===== config.mk =====
export PLATFORM = sky130hd
export DESIGN_NAME = svst_ram
export DESIGN_NICKNAME = d
export VERILOG_FILES = /design/src/rtl/svst_ram.sv
export SDC_FILE = /design/constraint.sdc
export NUM_CORES = 1
export LEC_CHECK = 0
export BUFFER_PORTS_ARGS = -buffer_cell sky130_fd_sc_hd__buf_2
export CORE_UTILIZATION = 45
export DETAILED_ROUTE_END_ITERATION = 7
export GPL_ROUTABILITY_DRIVEN = 0
export PLACE_DENSITY = 0.65
export SETUP_SLACK_MARGIN = 0.2
export SLEW_MARGIN = 30
export SYNTH_ARGS = -nofsm -noshare
export SYNTH_HDL_FRONTEND = slang
export SYNTH_SLANG_ARGS = --single-unit

===== constraint.sdc =====
create_clock -name clock -period 3 [get_ports clock]
set_input_delay 0.45 -clock clock [delete_from_list [all_inputs] [get_ports clock]]
set_output_delay 0.45 -clock clock [all_outputs]
set_load 0.005 [all_outputs]

===== src/rtl/svst_ram.sv =====
// Generic single-port-write, single-read RAM with a registered read.
// Depends on nothing.
`default_nettype none
module svst_ram #(
   parameter int WIDTH = 8,
   parameter int DEPTH = 32
) (
   input  wire logic                     clock,
   input  wire logic                     wr_en,
   input  wire logic [$clog2(DEPTH)-1:0] wr_addr,
   input  wire logic [WIDTH-1:0]         wr_data,
   input  wire logic [$clog2(DEPTH)-1:0] rd_addr,
   output logic      [WIDTH-1:0]         rd_data
);
   logic [WIDTH-1:0] mem [DEPTH];

   always_ff @(posedge clock) begin
      if (wr_en) begin
         mem[wr_addr] <= wr_data;
      end
      rd_data <= mem[rd_addr];
   end
endmodule
`default_nettype wire


==> flow_summary.json <==
{
  "finalCriticalPeriod_ns": 1.94,
  "fp.dieArea_um2": 22900,
  "ys_ff_latch": 264,
  "dp_slack_ns": 0.498,
  "sw_frac_of_total_pct": 20.0,
  "clkTransAtPathRegs_ns": 0.06,
  "io_buffers": 27,
  "slew_viol_final": 0,
  "power.switching_mw": 1.49,
  "numCtsBuffers": 25,
  "clockPowerShare_pct": 39.6,
  "nets": 491,
  "initial_utilization_pct": 45.9,
  "grt_max_degree": 65,
  "drc_errors": 0,
  "synthTopCellsByArea": "edfxtp_1 76%, mux4_2 18%, dfxtp_1 1.6%",
  "cts_tree": "built",
  "drt_iter0_markers": 371,
  "power_density_nw_per_um2": 654,
  "dpl.cell_count": 724,
  "synth.largest_area_cell": "edfxtp_1",
  "grtUsageTotal_pct": 18.3,
  "mostFrequentLayoutCell": "edfxtp_1",
  "num_io_pins": 28,
  "max_freq_mhz": 514,
  "die_h_um": 151,
  "combPwrFrac_pct": 5.0,
  "cts_resized": 0,
  "grt_util_met1_pct": 26.3,
  "final.setup_skew_ns": 0.0156,
  "timing.hold.ws_ns": 0.403,
  "synthCells": 417,
  "required_ns": 3.40,
  "p_leak_nw": 3.56,
  "critPathArrivalTime_ns": 2.35,
  "drtAntennaViolNets": 0,
  "rsz0062_at_grt": "false",
  "setup_ws_ns": 1.06,
  "fp.coreArea_um2": 21900,
  "area_delta_synth_final_pct": 13.3,
  "fill_cells": 1705,
  "placed_area_um2": 10600,
  "first_pass_iters": 4,
  "fin_tns_setup_ns": 0,
  "cts-hold-fix-buffers": 0,
  "drive_gt1_share_pct": 34.6,
  "layout.cells.non_filler": 769,
  "globalRouteMet2Util_pct": 29.6,
  "power_frac_seq_pct": 55.3,
  "finalSetupViolCount": 0,
  "synth_top_area_share_pct": 76.5,
  "synthesis.area_um2": 10100,
  "use_met3_pct": 3.44,
  "synth_cell_types": 15,
  "hold_viol_final": 0,
  "final_cell_mix": "256 x edfxtp_1, 80 x mux4_2, 33 x nor2_1",
  "wl_per_cell_um": 26.0,
  "final_area_um2": 11400,
  "grt_overflow": 0,
  "hold_path_class": "primary input to flip-flop",
  "grt_pass1_wl_mm": 29.4,
  "die_w_um": 151,
  "grt_busiest_layer": "met2",
  "worstPathMaxFanout": 10,
  "status": "completed",
  "syn_avg_cell_area_um2": 24.1,
  "cap_viol_max_count": 0,
  "cts_max_path_buffers": 3,
  "vias": 4422,
  "crit_type": "primary input to flip-flop",
  "relSlewSlack_pct": 38.3,
  "intPower_mw": 5.96,
  "critPathLaunchType": "primary input",
  "ir_worst_vdd_mv": 0.346,
  "cts.sinks": 264,
  "yosysSeqAreaShare_pct": 78.1,
  "hpwl_mm": 12.4,
  "diodes": 0,
  "yosys_warnings": 0,
  "antenna_found_initial": 1,
  "via_per_inst": 5.75,
  "grt_pass1_vias": 4569,
  "htree_levels": 1,
  "rows": 54,
  "post-cts-setup-buffers": 0,
  "clk_latency_ns": 0.52,
  "end_kind": "flip-flop",
  "synth_fp_nets": 437,
  "drt_wl_total_mm": 20.0,
  "tightest_slew_ns": 0.922,
  "multi_input_area_um2": 2100,
  "period_share_pct": 64.8,
  "seq_area_um2": 7850,
  "clockRootBuffer": "clkbuf_16"
}
==> metal layers <==
| layer | up-vias | wire length (um) |
|---|---|---|
| met5 | - | 9 |
| met4 | 2 | 236 |
| li1 | 1886 | - |
| met1 | 2384 | 8570 |
| met2 | 130 | 10000 |
| met3 | 20 | 1170 |
==> area by class of cell <==
type	instances	area share, %
Timing Repair Buffer	47	2.86
Clock buffer	28	5.59
Sequential cell	264	68.9
Multi-Input combinational cell	133	18.4
Clock inverter	17	1.12
Tap cell	280	3.08
==> flip-flops by register name, indices dropped and copies added, names as in the netlist <==
name / count
mem: 256
rd_data: 8
==> cells by family after synthesis <==
kind of cell           share of synthesized area (%)
buffers and inverters                           1.06
DFF                                             78.1
muxes                                           18.8
and+or+nand+nor                                 2.07
==> cells in the mapped netlist, drive strengths merged <==
library cell,count
nand2,1
or3b,3
clkbuf,6
nand3,2
dfxtp,8
nand3b,5
mux4,80
buf,14
nor2,33
or3,1
mux2,8
edfxtp,256
==> through the flow <==
| stage | utilization [%] | power [mW] |
|---|---|---|
| 2_1_floorplan | - | 4.41 |
| 3_3_place_gp | 48.5 | 4.57 |
| 3_5_place_dp | 48.5 | 4.58 |
| 4_1_cts | 52.0 | 7.51 |
| 5_1_grt | 52.0 | 7.66 |
| 6_report | 52.0 | 7.45 |
==> critical path, stage by stage <==
cell	delay [ns]
buf_4	0.21
buf_4	0.27
mux4_2	0.57
mux4_2	0.53
mux2_2	0.29
==> final timing paths <==
path | endpoint | startpoint | slack (ns) | cells after the start
max | rd_data[3] | rd_addr[0] | 1.06 | 5
min | rd_data[4] | rd_addr[3] | 0.40 | 2
max reg2reg | rd_data[5] | mem[21][5] | 1.17 | 3
min reg2reg | rd_data[6] | mem[2][6] | 0.91 | 3
==> power groups by stage <==
stage / sequential (mW) / combinational, mW / clock (mW)
detailed placement: 4.20 / 0.383 / 0
global placement: 4.20 / 0.372 / 0
global route: 4.12 / 0.402 / 3.13
finish: 4.12 / 0.376 / 2.95
CTS: 4.12 / 0.384 / 3.00
floorplan: 4.19 / 0.219 / 0
Note: power is estimated with default switching activity, not from simulation.
